**src/hdl/mlo_pkg.sv**
```systemverilog
// mouse-look orientation package: constants, command and status types, tables, rounding
`default_nettype none
package mlo_pkg;

  localparam int CORDIC_ITERS = 16;
  localparam int STEP_W = 4;
  localparam int MOD_STEPS = 2;

  localparam logic [STEP_W-1:0] LAST_ITER = STEP_W'(CORDIC_ITERS - 1);
  localparam logic [STEP_W-1:0] FIRST_MOD = STEP_W'(MOD_STEPS - 1);

  localparam logic [24:0] YAW_HALF_U = 25'd11796480;
  localparam logic [24:0] YAW_FULL_U = 25'd23592960;
  localparam logic [35:0] MOD_BIAS = 36'd6039797760;

  // a full turn is 45 * 2^19, reciprocal is ceil(2^21 / 45)
  localparam logic [15:0] TURN_DIV = 16'd45;
  localparam logic [15:0] RECIP_45 = 16'd46604;

  localparam logic signed [26:0] Z_QUARTER = 27'sd5898240;
  localparam logic signed [26:0] Z_QUARTER_N = -27'sd5898240;
  localparam logic signed [26:0] Z_HALF = 27'sd11796480;
  localparam logic signed [26:0] Z_FULL = 27'sd23592960;

  localparam logic signed [39:0] PITCH_MAX = 40'sd5832704;
  localparam logic signed [39:0] PITCH_MIN = -40'sd5832704;
  localparam logic signed [23:0] PITCH_MAX24 = 24'sd5832704;
  localparam logic signed [23:0] PITCH_MIN24 = -24'sd5832704;

  localparam logic signed [31:0] CORDIC_GAIN = 32'sd652032874;

  localparam logic [15:0] SENS_RESET = 16'd6554;
  localparam logic [1:0] REG_SENS = 2'd0;

  localparam logic [1:0] MUL_DX = 2'd0;
  localparam logic [1:0] MUL_DY = 2'd1;
  localparam logic [1:0] MUL_C = 2'd2;
  localparam logic [1:0] MUL_S = 2'd3;

  typedef struct packed {
    logic              load;
    logic              mul_en;
    logic [1:0]        mul_sel;
    logic              mod_init;
    logic              mod_step;
    logic              mod_last;
    logic              pitch_we;
    logic              prep;
    logic              rot;
    logic              cap_y;
    logic              cap_x;
    logic              cap_z;
    logic              done;
    logic [STEP_W-1:0] step;
  } mlo_cmd_t;

  typedef struct packed {
    logic en;
  } mlo_stat_t;

  // arctangent of 2^-i in Q.16 degrees
  function automatic logic signed [23:0] atan_q16(input logic [STEP_W-1:0] i);
    logic signed [23:0] a;
    case (i)
      4'd0:    a = 24'sd2949120;
      4'd1:    a = 24'sd1740967;
      4'd2:    a = 24'sd919879;
      4'd3:    a = 24'sd466945;
      4'd4:    a = 24'sd234379;
      4'd5:    a = 24'sd117304;
      4'd6:    a = 24'sd58666;
      4'd7:    a = 24'sd29335;
      4'd8:    a = 24'sd14668;
      4'd9:    a = 24'sd7334;
      4'd10:   a = 24'sd3667;
      4'd11:   a = 24'sd1833;
      4'd12:   a = 24'sd917;
      4'd13:   a = 24'sd458;
      4'd14:   a = 24'sd229;
      default: a = 24'sd115;
    endcase
    return a;
  endfunction

  // Q4.60 product to Q1.15, round half up, saturate
  function automatic logic signed [15:0] rnd_sat45(input logic signed [63:0] p);
    logic signed [63:0] t;
    logic signed [18:0] r;
    logic signed [15:0] o;
    t = p + 64'sd17592186044416;
    r = t[63:45];
    if (r > 19'sd32767) begin
      o = 16'sh7fff;
    end else if (r < -19'sd32768) begin
      o = 16'sh8000;
    end else begin
      o = r[15:0];
    end
    return o;
  endfunction

  // Q2.30 to Q1.15, round half up, saturate
  function automatic logic signed [15:0] rnd_sat15(input logic signed [31:0] s);
    logic signed [32:0] t;
    logic signed [17:0] r;
    logic signed [15:0] o;
    t = {s[31], s} + 33'sd16384;
    r = t[32:15];
    if (r > 18'sd32767) begin
      o = 16'sh7fff;
    end else if (r < -18'sd32768) begin
      o = 16'sh8000;
    end else begin
      o = r[15:0];
    end
    return o;
  endfunction

endpackage
`default_nettype wire

```
**src/hdl/mlo_ctrl.sv**
```systemverilog
// mouse-look orientation controller: sequences update, yaw reduction, cordic and products
`default_nettype none
module mlo_ctrl (
  input  wire logic              clk,
  input  wire logic              rst_n,
  input  wire logic              in_valid,
  input  wire logic              in_mode,
  input  wire logic              out_free,
  input  wire mlo_pkg::mlo_stat_t stat,
  output mlo_pkg::mlo_cmd_t      cmd,
  output logic                   busy
);

  localparam logic [3:0] S_IDLE = 4'd0;
  localparam logic [3:0] S_MULX = 4'd1;
  localparam logic [3:0] S_MULY = 4'd2;
  localparam logic [3:0] S_MOD  = 4'd3;
  localparam logic [3:0] S_PREP = 4'd4;
  localparam logic [3:0] S_ROT  = 4'd5;
  localparam logic [3:0] S_MULC = 4'd6;
  localparam logic [3:0] S_MULS = 4'd7;
  localparam logic [3:0] S_CAPZ = 4'd8;
  localparam logic [3:0] S_FIN  = 4'd9;

  logic [3:0]                  state_r, state_nxt;
  logic [mlo_pkg::STEP_W-1:0]  cnt_r, cnt_nxt;

  assign busy = (state_r != S_IDLE);

  always_comb begin
    state_nxt = state_r;
    cnt_nxt = cnt_r;
    cmd = '0;
    cmd.step = cnt_r;
    case (state_r)
      S_IDLE: begin
        if (in_valid) begin
          cmd.load = 1'b1;
          state_nxt = (!in_mode && stat.en) ? S_MULX : S_PREP;
        end
      end
      S_MULX: begin
        cmd.mul_en = 1'b1;
        cmd.mul_sel = mlo_pkg::MUL_DX;
        state_nxt = S_MULY;
      end
      S_MULY: begin
        cmd.mul_en = 1'b1;
        cmd.mul_sel = mlo_pkg::MUL_DY;
        cmd.mod_init = 1'b1;
        cnt_nxt = mlo_pkg::FIRST_MOD;
        state_nxt = S_MOD;
      end
      S_MOD: begin
        cmd.mod_step = 1'b1;
        cmd.pitch_we = (cnt_r == mlo_pkg::FIRST_MOD);
        if (cnt_r == '0) begin
          cmd.mod_last = 1'b1;
          state_nxt = S_PREP;
        end else begin
          cnt_nxt = cnt_r - 1'b1;
        end
      end
      S_PREP: begin
        cmd.prep = 1'b1;
        cnt_nxt = '0;
        state_nxt = S_ROT;
      end
      S_ROT: begin
        cmd.rot = 1'b1;
        if (cnt_r == mlo_pkg::LAST_ITER) begin
          state_nxt = S_MULC;
        end else begin
          cnt_nxt = cnt_r + 1'b1;
        end
      end
      S_MULC: begin
        cmd.mul_en = 1'b1;
        cmd.mul_sel = mlo_pkg::MUL_C;
        cmd.cap_y = 1'b1;
        state_nxt = S_MULS;
      end
      S_MULS: begin
        cmd.mul_en = 1'b1;
        cmd.mul_sel = mlo_pkg::MUL_S;
        cmd.cap_x = 1'b1;
        state_nxt = S_CAPZ;
      end
      S_CAPZ: begin
        cmd.cap_z = 1'b1;
        state_nxt = S_FIN;
      end
      S_FIN: begin
        if (out_free) begin
          cmd.done = 1'b1;
          state_nxt = S_IDLE;
        end
      end
      default: begin
        state_nxt = S_IDLE;
      end
    endcase
  end

  always_ff @(posedge clk) begin
    if (!rst_n) begin
      state_r <= S_IDLE;
      cnt_r <= '0;
    end else begin
      state_r <= state_nxt;
      cnt_r <= cnt_nxt;
    end
  end

endmodule
`default_nettype wire

```
**config.mk**
```make
export PLATFORM = sky130hd
export DESIGN_NAME = mlo_ctrl
export DESIGN_NICKNAME = d
export VERILOG_FILES = /design/src/hdl/mlo_pkg.sv /design/src/hdl/mlo_ctrl.sv
export SDC_FILE = /design/constraint.sdc
export NUM_CORES = 1
export LEC_CHECK = 0
export ABC_AREA = 1
export BUFFER_PORTS_ARGS = -buffer_cell sky130_fd_sc_hd__buf_2
export CAP_MARGIN = 20
export CORE_MARGIN = 1.5
export CORE_UTILIZATION = 45
export CTS_CLUSTER_DIAMETER = 50
export CTS_CLUSTER_SIZE = 30
export DETAILED_ROUTE_END_ITERATION = 8
export GPL_ROUTABILITY_DRIVEN = 1
export PLACE_DENSITY = 0.72
export SLEW_MARGIN = 20
export SYNTH_ARGS = -nofsm -noshare
export SYNTH_HDL_FRONTEND = slang
export SYNTH_SLANG_ARGS = --single-unit
```
**constraint.sdc**
```tcl
create_clock -name clk -period 3.8 [get_ports clk]
set_input_delay 0.76 -clock clk [delete_from_list [all_inputs] [get_ports clk]]
set_output_delay 0.76 -clock clk [all_outputs]
set_load 0.02 [all_outputs]
```
==> impl_metrics.env, run 1 <==
export IMPL_outcome="finished clean"
export IMPL_grt_pass1_wl_mm=2.95
export IMPL_hp_class="reg -> reg"
export IMPL_synth_seq_cells=8
export IMPL_areaGrowthSynthToFinish_pct=21.1
export IMPL_grt_overflow=0
export IMPL_coreArea_um2=1560
export IMPL_postRouteWirelength_mm=1.78
export IMPL_pwr_share_comb_pct=67.7
export IMPL_layout_nets=173
export IMPL_drive_gt1_share_pct=27.3
export IMPL_post_route_util_pct=59.8
export IMPL_setup_viol=0
export IMPL_intPower_w=0.000277
export IMPL_cp_required_ps=3040
export IMPL_crit_path_max_incr_delay_ps=350
export IMPL_synthFlopType="dfxtp_1"
export IMPL_worstMarginPinSlew_ps=277
export IMPL_leakage_nw=0.544
export IMPL_yosys_top_cells_count="37 x nand2_1, 23 x nor2_1, 16 x inv_1"
export IMPL_drv_slew=0
export IMPL_die_area_um2=1970
export IMPL_startpoint_type="flop"
export IMPL_syn_area_per_cell_um2=5.74
export IMPL_maxCapViolCount=0
export IMPL_post_cts_setup_buffers=0
export IMPL_cts_num_sinks=8
export IMPL_cts_tree="done"
export IMPL_synthTopCellsByArea="dfxtp_1 21%, nand2_1 18%, nor2_1 11%"
export IMPL_power_density_nw_per_um2=658
export IMPL_path_class="reg -> out"
export IMPL_fin_setup_tns_ps=0
export IMPL_grt_max_degree=9
export IMPL_start_util_pct=49.4
export IMPL_top_level_ports=25
export IMPL_clockRootBuffer="clkbuf_4"
export IMPL_row_count=14
export IMPL_clk_pin_slew_ps=50
export IMPL_viasPerCell=5.19
export IMPL_ctsHoldBuffers=0
export IMPL_synth_edff_count=0
export IMPL_insertedDiodeCount=0
export IMPL_critical_path_max_fanout=6
export IMPL_avgRoutedWirePerCell_um=10.0
export IMPL_synthCells=134
export IMPL_grt_antenna_before_repair=0
export IMPL_synth_warnings=0
export IMPL_crit_chain="inv_1, ha_1, nand3_2, nor2_4, buf_2"
export IMPL_clock_skew_ps=1.09
export IMPL_synthArstFlopShare_pct=0
export IMPL_worstSkewPairLatency_ps=250
export IMPL_first_pass_iters=6
export IMPL_dr_first_iter_drc_count=32
export IMPL_synth_area_um2=769
export IMPL_cts_resized=0
export IMPL_min_period_over_period_pct=55.8
export IMPL_place_gp_congestion=0.862
export IMPL_num_vias=918
export IMPL_yosysUniqueCellTypes=22
export IMPL_p_seq_share_pct=22.0
export IMPL_switching_share_pct=54.8
export IMPL_yosysMostFrequentCell="nand2_1"
export IMPL_fp_dieH_um=44.4
export IMPL_max_freq_ghz=0.471
export IMPL_min_period_ps=2120
export IMPL_worst_ep_arrival_time_ps=1360
export IMPL_dp_hpwl_mm=1.47
export IMPL_critPathTopFamily="flip-flops"
export IMPL_cp_end_kind="output port"
export IMPL_ir_drop_mv=0.472
export IMPL_power_switching_w=0.000336
export IMPL_synth_yosys_seq_area_share_pct=20.8
export IMPL_grt_setup_unrepaired="no"
export IMPL_critPathSlowestCell="dfxtp_1"
export IMPL_grt_pass1_vias=703
export IMPL_htree_levels=1
export IMPL_cts_path_max_buffers=2
export IMPL_synth_largest_area_cell="dfxtp_1"
export IMPL_path_buf_inv=2
export IMPL_finalHoldViolations=0
export IMPL_syn_nets=144
export IMPL_postRouteAntennaNets=0
export IMPL_synth_top_area_share_pct=20.8
export IMPL_grt_usage_pct=20.2
export IMPL_port_buffers=24
export IMPL_pwr_share_clk_pct=10.2
export IMPL_drcViolationCount=0
export IMPL_slew_headroom_pct=81.4
export IMPL_die_x_um=44.4
export IMPL_cts_buffers=3
-- logic make-up after synthesis --
group,Yosys count,share of synthesized area (%)
buffers and inverters,20,9.76
AND/OR/NAND/NOR,87,51.7
flip-flops,8,20.8
XOR/XNOR,1,1.14
adder cells (fa/ha/maj),4,6.50
AO/OA/AOI/OAI,14,10.1
-- layout make-up --
class,count,area (µm²)
repair buffers,24,120
multi-input cells,106,534
inverters,20,75.1
flip-flops and latches,8,160
fillers,163,627
well taps,16,20.0
clock buffers,3,22.5
-- worst reg2reg max path: stages, from the launching register on --
cell	delay, ps
dfxtp_1	410
inv_1	130
ha_1	230
nand3_2	110
inv_1	50
nand2_1	50
nand2_1	40
nor2_1	130
nand2_1	80
nand2_1	60
nor2_1	40
-- worst paths after layout --
check / start / to / slack, ps / cells after the start
setup / recovery: cnt_r[0] / cmd[11] / 1680 / 5
hold / removal: cnt_r[3] / cnt_r[3] / 530 / 2
setup reg to reg: cnt_r[0] / cnt_r[0] / 2380 / 10
hold reg to reg: cnt_r[3] / cnt_r[3] / 530 / 2
-- registers in the layout, summed over array words and instances (netlist names) --
signal	cells
state_r	4
cnt_r	4
-- per-stage QoR --
step,worst slack (ps),cells,area [µm²],power [W],hold slack (ps)
2_1_floorplan,1570,134,769,0.000450,512
3_3_place_gp,1790,174,910,0.000543,520
3_5_place_dp,1760,174,910,0.000548,516
4_1_cts,1660,177,932,0.000614,524
5_1_grt,1570,177,932,0.000672,558
6_report,1680,177,932,0.000614,530
-- power by group through the flow --
stage	sequential, W	clock [W]	combinational (W)
2_1_floorplan	0.000138	0	0.000312
6_report	0.000135	0.0000628	0.000416
4_1_cts	0.000134	0.0000660	0.000414
3_5_place_dp	0.000136	0	0.000413
3_3_place_gp	0.000135	0	0.000408
5_1_grt	0.000140	0.0000697	0.000462
-- placed cells by master, fill, tap and decap left out, types with 3 or more instances in the layout --
cell and count:
a21oi_1 5, ha_1 4, nor2_4 3, nor2_2 4
nand2_2 5, nand2_1 37, inv_1 16, o21ai_0 5
inv_2 3, dfxtp_1 8, clkbuf_4 3, nor2_1 23
buf_2 24, nand3_1 11
-- metal layers --
layer | vias to the layer above | GRT usage (%) | share of wire, %
met4 | 0 | 12.7 | 1.9
met2 | 29 | 27.4 | 43
li1 | 483 | - | -
met5 | - | 0 | 0
met3 | 4 | 1.22 | 4.2
met1 | 402 | 30.7 | 51
Power figures use the tool's default switching activity.
==> run 2: changes to the inputs <==
==> constraint.sdc (replaced) <==
create_clock -name clk -period 2 [get_ports clk]
set_input_delay 0.4 -clock clk [delete_from_list [all_inputs] [get_ports clk]]
set_output_delay 0.4 -clock clk [all_outputs]
set_load 0.02 [all_outputs]
==> run 2 against run 1 <==
Net effect: final area unchanged; largest cell class unchanged; critical path depth unchanged; count of clock-buffer cells in the layout unchanged; clock skew increased by 3.1 ps; critical endpoint unchanged; non-clock buffer count unchanged; critical path type unchanged; flip-flop and latch count unchanged; register-to-register slack got worse by 1900 ps; sequential share of layout area unchanged; total power increased by 91%; routed wire length increased by 6.8%; via count increased by 0.11%; die area unchanged.
==> impl_metrics.env, run 2 (synthesis gave the netlist of run 1 again) <==
export IMPL_outcome="finished clean"
export IMPL_postLayoutCellArea_um2=932
export IMPL_dp_hpwl_mm=1.57
export IMPL_dr_first_iter_drc_count=21
export IMPL_coreArea_um2=1560
export IMPL_cts_num_sinks=8
export IMPL_die_x_um=44.4
export IMPL_fin_setup_tns_ps=0
export IMPL_hp_class="in -> reg"
export IMPL_insertedDiodeCount=0
export IMPL_post_cts_setup_buffers=0
export IMPL_drv_slew=0
export IMPL_cts_resized=0
export IMPL_grt_max_degree=9
export IMPL_n_fill_cell=158
export IMPL_postRouteWirelength_mm=1.90
export IMPL_ir_drop_mv=0.846
export IMPL_clk_pin_slew_ps=50
export IMPL_setup_viol=0
export IMPL_postRouteAntennaNets=0
export IMPL_min_period_over_period_pct=87.9
export IMPL_largestRegisters="cnt_r (4), state_r (4)"
export IMPL_worstMarginPinSlew_ps=263
export IMPL_start_util_pct=49.4
export IMPL_max_freq_ghz=0.569
export IMPL_power_density_nw_per_um2=1260
export IMPL_drcViolationCount=0
export IMPL_cts_tree="done"
export IMPL_grt_usage_pct=21.7
export IMPL_grt_setup_unrepaired="no"
export IMPL_min_period_ps=1760
export IMPL_grt_overflow=0
export IMPL_finalHoldViolations=0
export IMPL_grt_antenna_before_repair=0
export IMPL_viasPerCell=5.19
export IMPL_final_cell_mix="37 x nand2_1, 24 x buf_2, 23 x nor2_1"
export IMPL_layout_commonest_cell="nand2_1"
export IMPL_cp_end_kind="output port"
export IMPL_fp_dieH_um=44.4
export IMPL_row_count=14
export IMPL_port_buffers=24
export IMPL_slew_headroom_pct=82.4
export IMPL_cts_buffers=3
export IMPL_critical_path_max_fanout=6
export IMPL_top_level_ports=25
export IMPL_leakage_nw=0.544
export IMPL_drive_gt1_share_pct=27.3
export IMPL_place_gp_congestion=0.862
export IMPL_areaGrowthSynthToFinish_pct=21.1
export IMPL_maxCapViolCount=0
export IMPL_post_dp_cell_area_um2=910
export IMPL_worstSkewPairLatency_ps=250
export IMPL_grt_pass1_wl_mm=3.18
export IMPL_first_pass_iters=6
export IMPL_path_class="reg -> out"
export IMPL_clock_skew_ps=4.17
export IMPL_cts_path_max_buffers=2
export IMPL_grt_pass1_vias=772
export IMPL_htree_levels=1
export IMPL_avgRoutedWirePerCell_um=10.7
export IMPL_cp_required_ps=1600
export IMPL_ctsHoldBuffers=0
export IMPL_startpoint_type="flop"
export IMPL_num_vias=919
export IMPL_clockRootBuffer="clkbuf_4"
export IMPL_worst_ep_arrival_time_ps=1360
export IMPL_die_area_um2=1970
export IMPL_layout_nets=173
run 2: cell counts in the layout (fill, tap and decap cells not counted):
No cell type changed its count.
run 2: power breakdown:
group	leakage, nW	internal (W)	switching, W
registers	0.0655	0.000199	0.0000585
clock network	0.0138	0.0000684	0.0000517
logic	0.465	0.000259	0.000538
run 2: final timing paths:
kind,start,endpoint,slack (ps),cells after the start
setup reg to reg,cnt_r[0],cnt_r[0],510,10
hold reg to reg,cnt_r[3],cnt_r[3],530,2
hold / removal,rst_n,state_r[1],410,3
setup / recovery,cnt_r[0],cmd[11],240,5
run 2: stage by stage:
step / setup WS [ps] / hold slack (ps) / total power [W] / utilization [%] / cells
5_1_grt: 150 / 415 / 0.00129 / 59.8 / 177
2_1_floorplan: 436 / 512 / 0.000855 / - / 134
3_5_place_dp: 511 / 525 / 0.00105 / 58.3 / 174
3_3_place_gp: 553 / 520 / 0.00103 / 58.3 / 174
6_report: 242 / 406 / 0.00117 / 59.8 / 177
4_1_cts: 231 / 402 / 0.00117 / 59.8 / 177
run 2: cell type report:
type | count | area [µm²] | share of cell area [%]
Tap cell | 16 | 20.0 | 2.15
Timing Repair Buffer | 24 | 120 | 12.9
Clock buffer | 3 | 22.5 | 2.42
Sequential cell | 8 | 160 | 17.2
Multi-Input combinational cell | 106 | 534 | 57.3
Inverter | 20 | 75.1 | 8.05
run 2: worst max-delay path, cell delays in order (launching register included):
cell and delay (ps):
dfxtp_1 360, inv_1 150, ha_1 180, nand3_2 120, nor2_4 140, buf_2 170
run 2: layer usage:
| metal | up-vias | wire length, µm | GRT usage, % |
|---|---|---|---|
| met3 | 5 | 85 | 2.45 |
| met5 | - | 0 | 0 |
| met1 | 413 | 928 | 32.6 |
| li1 | 477 | - | - |
| met4 | 0 | 35 | 10.9 |
| met2 | 24 | 846 | 30.3 |
==> run 3: changes to the inputs <==
--- a/config.mk
+++ b/config.mk
@@ -5,7 +5,7 @@
 export SDC_FILE = /design/constraint.sdc
 export NUM_CORES = 1
 export LEC_CHECK = 0
-export ABC_AREA = 1
+export ABC_AREA = 0
 export BUFFER_PORTS_ARGS = -buffer_cell sky130_fd_sc_hd__buf_2
 export CAP_MARGIN = 20
 export CORE_MARGIN = 1.5
@@ -14,7 +14,7 @@
 export CTS_CLUSTER_SIZE = 30
 export DETAILED_ROUTE_END_ITERATION = 8
 export GPL_ROUTABILITY_DRIVEN = 1
-export PLACE_DENSITY = 0.72
+export PLACE_DENSITY = 0.73
 export SLEW_MARGIN = 20
 export SYNTH_ARGS = -nofsm -noshare
 export SYNTH_HDL_FRONTEND = slang
==> run 3 against run 2 <==
Net effect: count of clock-buffer cells in the layout is the same; sequential power is essentially flat; via count shrank 12%; largest power group unchanged; combinational power grew 19%; core utilization grew 4.2 points.
==> impl_metrics.env, run 3 <==
export IMPL_outcome="finished clean"
export IMPL_areaGrowthSynthToFinish_pct=33.1
export IMPL_slew_headroom_pct=75.0
export IMPL_synthFlopType="dfxtp_1"
export IMPL_syn_nets=107
export IMPL_ctsHoldBuffers=0
export IMPL_clock_skew_ps=2.95
export IMPL_reg2reg_slack_ps=150
export IMPL_worstMarginPinSlew_ps=374
export IMPL_cts_path_max_buffers=2
export IMPL_crit_path_max_incr_delay_ps=570
export IMPL_grt_antenna_before_repair=0
export IMPL_row_count=14
export IMPL_yosys_top_cells_count="11 x nand2_1, 10 x nor2_1, 8 x dfxtp_1"
export IMPL_ir_drop_mv=0.910
export IMPL_drcViolationCount=0
export IMPL_viasPerCell=5.65
export IMPL_worst_ep_arrival_time_ps=1550
export IMPL_top_level_ports=25
export IMPL_avgRoutedWirePerCell_um=12.7
export IMPL_place_gp_congestion=0.889
export IMPL_max_freq_ghz=0.514
export IMPL_switching_share_pct=47.6
export IMPL_setup_viol=0
export IMPL_startpoint="state_r[0]"
export IMPL_synth_largest_area_cell="dfxtp_1"
export IMPL_num_vias=813
export IMPL_clockRootBuffer="clkbuf_4"
export IMPL_power_density_nw_per_um2=1350
export IMPL_cp_required_ps=1600
export IMPL_grt_max_degree=17
export IMPL_grt_usage_pct=21.8
export IMPL_clk_pin_slew_ps=50
export IMPL_final_cell_mix="21 x buf_2, 14 x buf_4, 11 x nand2_1"
export IMPL_synth_top_area_share_pct=21.8
export IMPL_postRouteAntennaNets=0
export IMPL_power_switching_w=0.000628
export IMPL_path_buf_inv=1
export IMPL_yosysUniqueCellTypes=44
export IMPL_die_area_um2=1880
export IMPL_layout_commonest_cell="buf_2"
export IMPL_post_route_util_pct=64.0
export IMPL_drive_gt1_share_pct=43.8
export IMPL_cp_end_kind="output port"
export IMPL_min_from="rst_n"
export IMPL_yosysMostFrequentCell="nand2_1"
export IMPL_synth_yosys_seq_area_share_pct=21.8
export IMPL_syn_area_per_cell_um2=7.56
export IMPL_fin_setup_tns_ps=0
export IMPL_intPower_w=0.000692
export IMPL_first_pass_iters=4
export IMPL_crit_chain="or4bb_4, nor4b_4, buf_4"
export IMPL_pwr_share_clk_pct=8.7
export IMPL_hp_class="in -> reg"
export IMPL_die_x_um=43.4
export IMPL_post_cts_setup_buffers=0
export IMPL_synth_seq_cells=8
export IMPL_fin_total_pwr_w=0.00132
export IMPL_grt_overflow=0
export IMPL_min_period_over_period_pct=97.3
export IMPL_finalHoldViolations=0
export IMPL_grt_setup_unrepaired="no"
export IMPL_postRouteWirelength_mm=1.83
export IMPL_worstReg2RegStart="state_r[3]"
export IMPL_dp_hpwl_mm=1.42
export IMPL_p_seq_share_pct=19.7
export IMPL_synthTopCellsByArea="dfxtp_1 22%, ha_1 6.8%, nand2_1 5.6%"
export IMPL_layout_nets=140
export IMPL_critical_path_max_fanout=4
export IMPL_synth_edff_count=0
export IMPL_leakage_nw=0.474
export IMPL_cts_tree="done"
export IMPL_drv_slew=0
export IMPL_synthCells=97
export IMPL_critPathSlowestCell="or4bb_4"
export IMPL_path_class="reg -> out"
export IMPL_htree_levels=1
export IMPL_port_buffers=24
export IMPL_synth_area_um2=733
export IMPL_pwr_share_comb_pct=71.6
export IMPL_maxCapViolCount=0
export IMPL_fp_dieH_um=43.4
export IMPL_synthArstFlopShare_pct=0
export IMPL_insertedDiodeCount=0
export IMPL_dr_first_iter_drc_count=29
export IMPL_largestRegisters="cnt_r (4), state_r (4)"
export IMPL_grt_pass1_wl_mm=3.13
export IMPL_synth_warnings=0
export IMPL_worstSkewPairLatency_ps=240
export IMPL_cts_num_sinks=8
export IMPL_min_period_ps=1950
export IMPL_start_util_pct=48.1
export IMPL_critPathTopFamily="simple AND/OR/NAND/NOR gates"
export IMPL_cts_buffers=3
export IMPL_grt_pass1_vias=698
export IMPL_coreArea_um2=1520
export IMPL_startpoint_type="flop"
==> run 3: through the flow <==
step           instances  setup slack (ps)  hold slack, ps  instance area, µm²
4_1_cts              144              1.86             466                 956
2_1_floorplan         97              77.6             599                 748
6_report             144              53.3             463                 976
5_1_grt              144              5.54             470                 976
3_3_place_gp         141               135             566                 928
3_5_place_dp         141               118             577                 928
==> run 3: area by class of cell <==
class / instances / area [µm²]
Fill cell: 140 / 548
Multi-Input combinational cell: 76 / 536
Timing Repair Buffer: 35 / 210
Sequential cell: 8 / 165
Clock buffer: 3 / 22.5
Inverter: 6 / 22.5
Tap cell: 16 / 20.0
==> run 3: path summary, 6_finish.rpt <==
path | to | cells after the start
worst max-delay path | cmd[10] | 3
worst max register to register | state_r[1] | 7
worst min register to register | cnt_r[1] | 1
worst min-delay path | state_r[2] | 2
==> run 3: worst reg2reg max path, delay by kind of cell, from the launching register on <==
family / cells / cell delay [ps]
buffers and inverters: 2 / 260
flip-flops: 1 / 320
AO/OA/AOI/OAI: 3 / 510
AND/OR/NAND/NOR: 2 / 650
==> run 3: power by group through the flow <==
stage | logic [W] | registers (W) | clock network [W]
finish | 0.000945 | 0.000259 | 0.000115
global route | 0.00104 | 0.000265 | 0.000131
CTS | 0.000931 | 0.000247 | 0.000123
detailed placement | 0.000924 | 0.000250 | 0
global placement | 0.000912 | 0.000248 | 0
floorplan | 0.000630 | 0.000267 | 0
==> run 3: what timing repair did <==
item | 4_1_cts | 5_1_grt
endpoints found under the setup margin | 4 | 5
pin swaps | 0 | 2
gates resized for setup | 3 | 9
==> run 3: cell families after synthesis <==
kind of cell	after synthesis	synth area share, %
buf+inv	13	8.87
compound gates	23	22.9
fa+ha+maj	4	6.83
xor+xnor	1	1.19
simple gates	48	38.4
flops	8	21.8
==> run 3: metal layers <==
layer | up-vias | track usage [%] | share of wire, %
met3 | 4 | 2.50 | 4.9
met1 | 363 | 32.4 | 51
met2 | 31 | 32.2 | 43
met5 | - | 0 | 0
met4 | 0 | 8.48 | 1.3
li1 | 415 | - | -
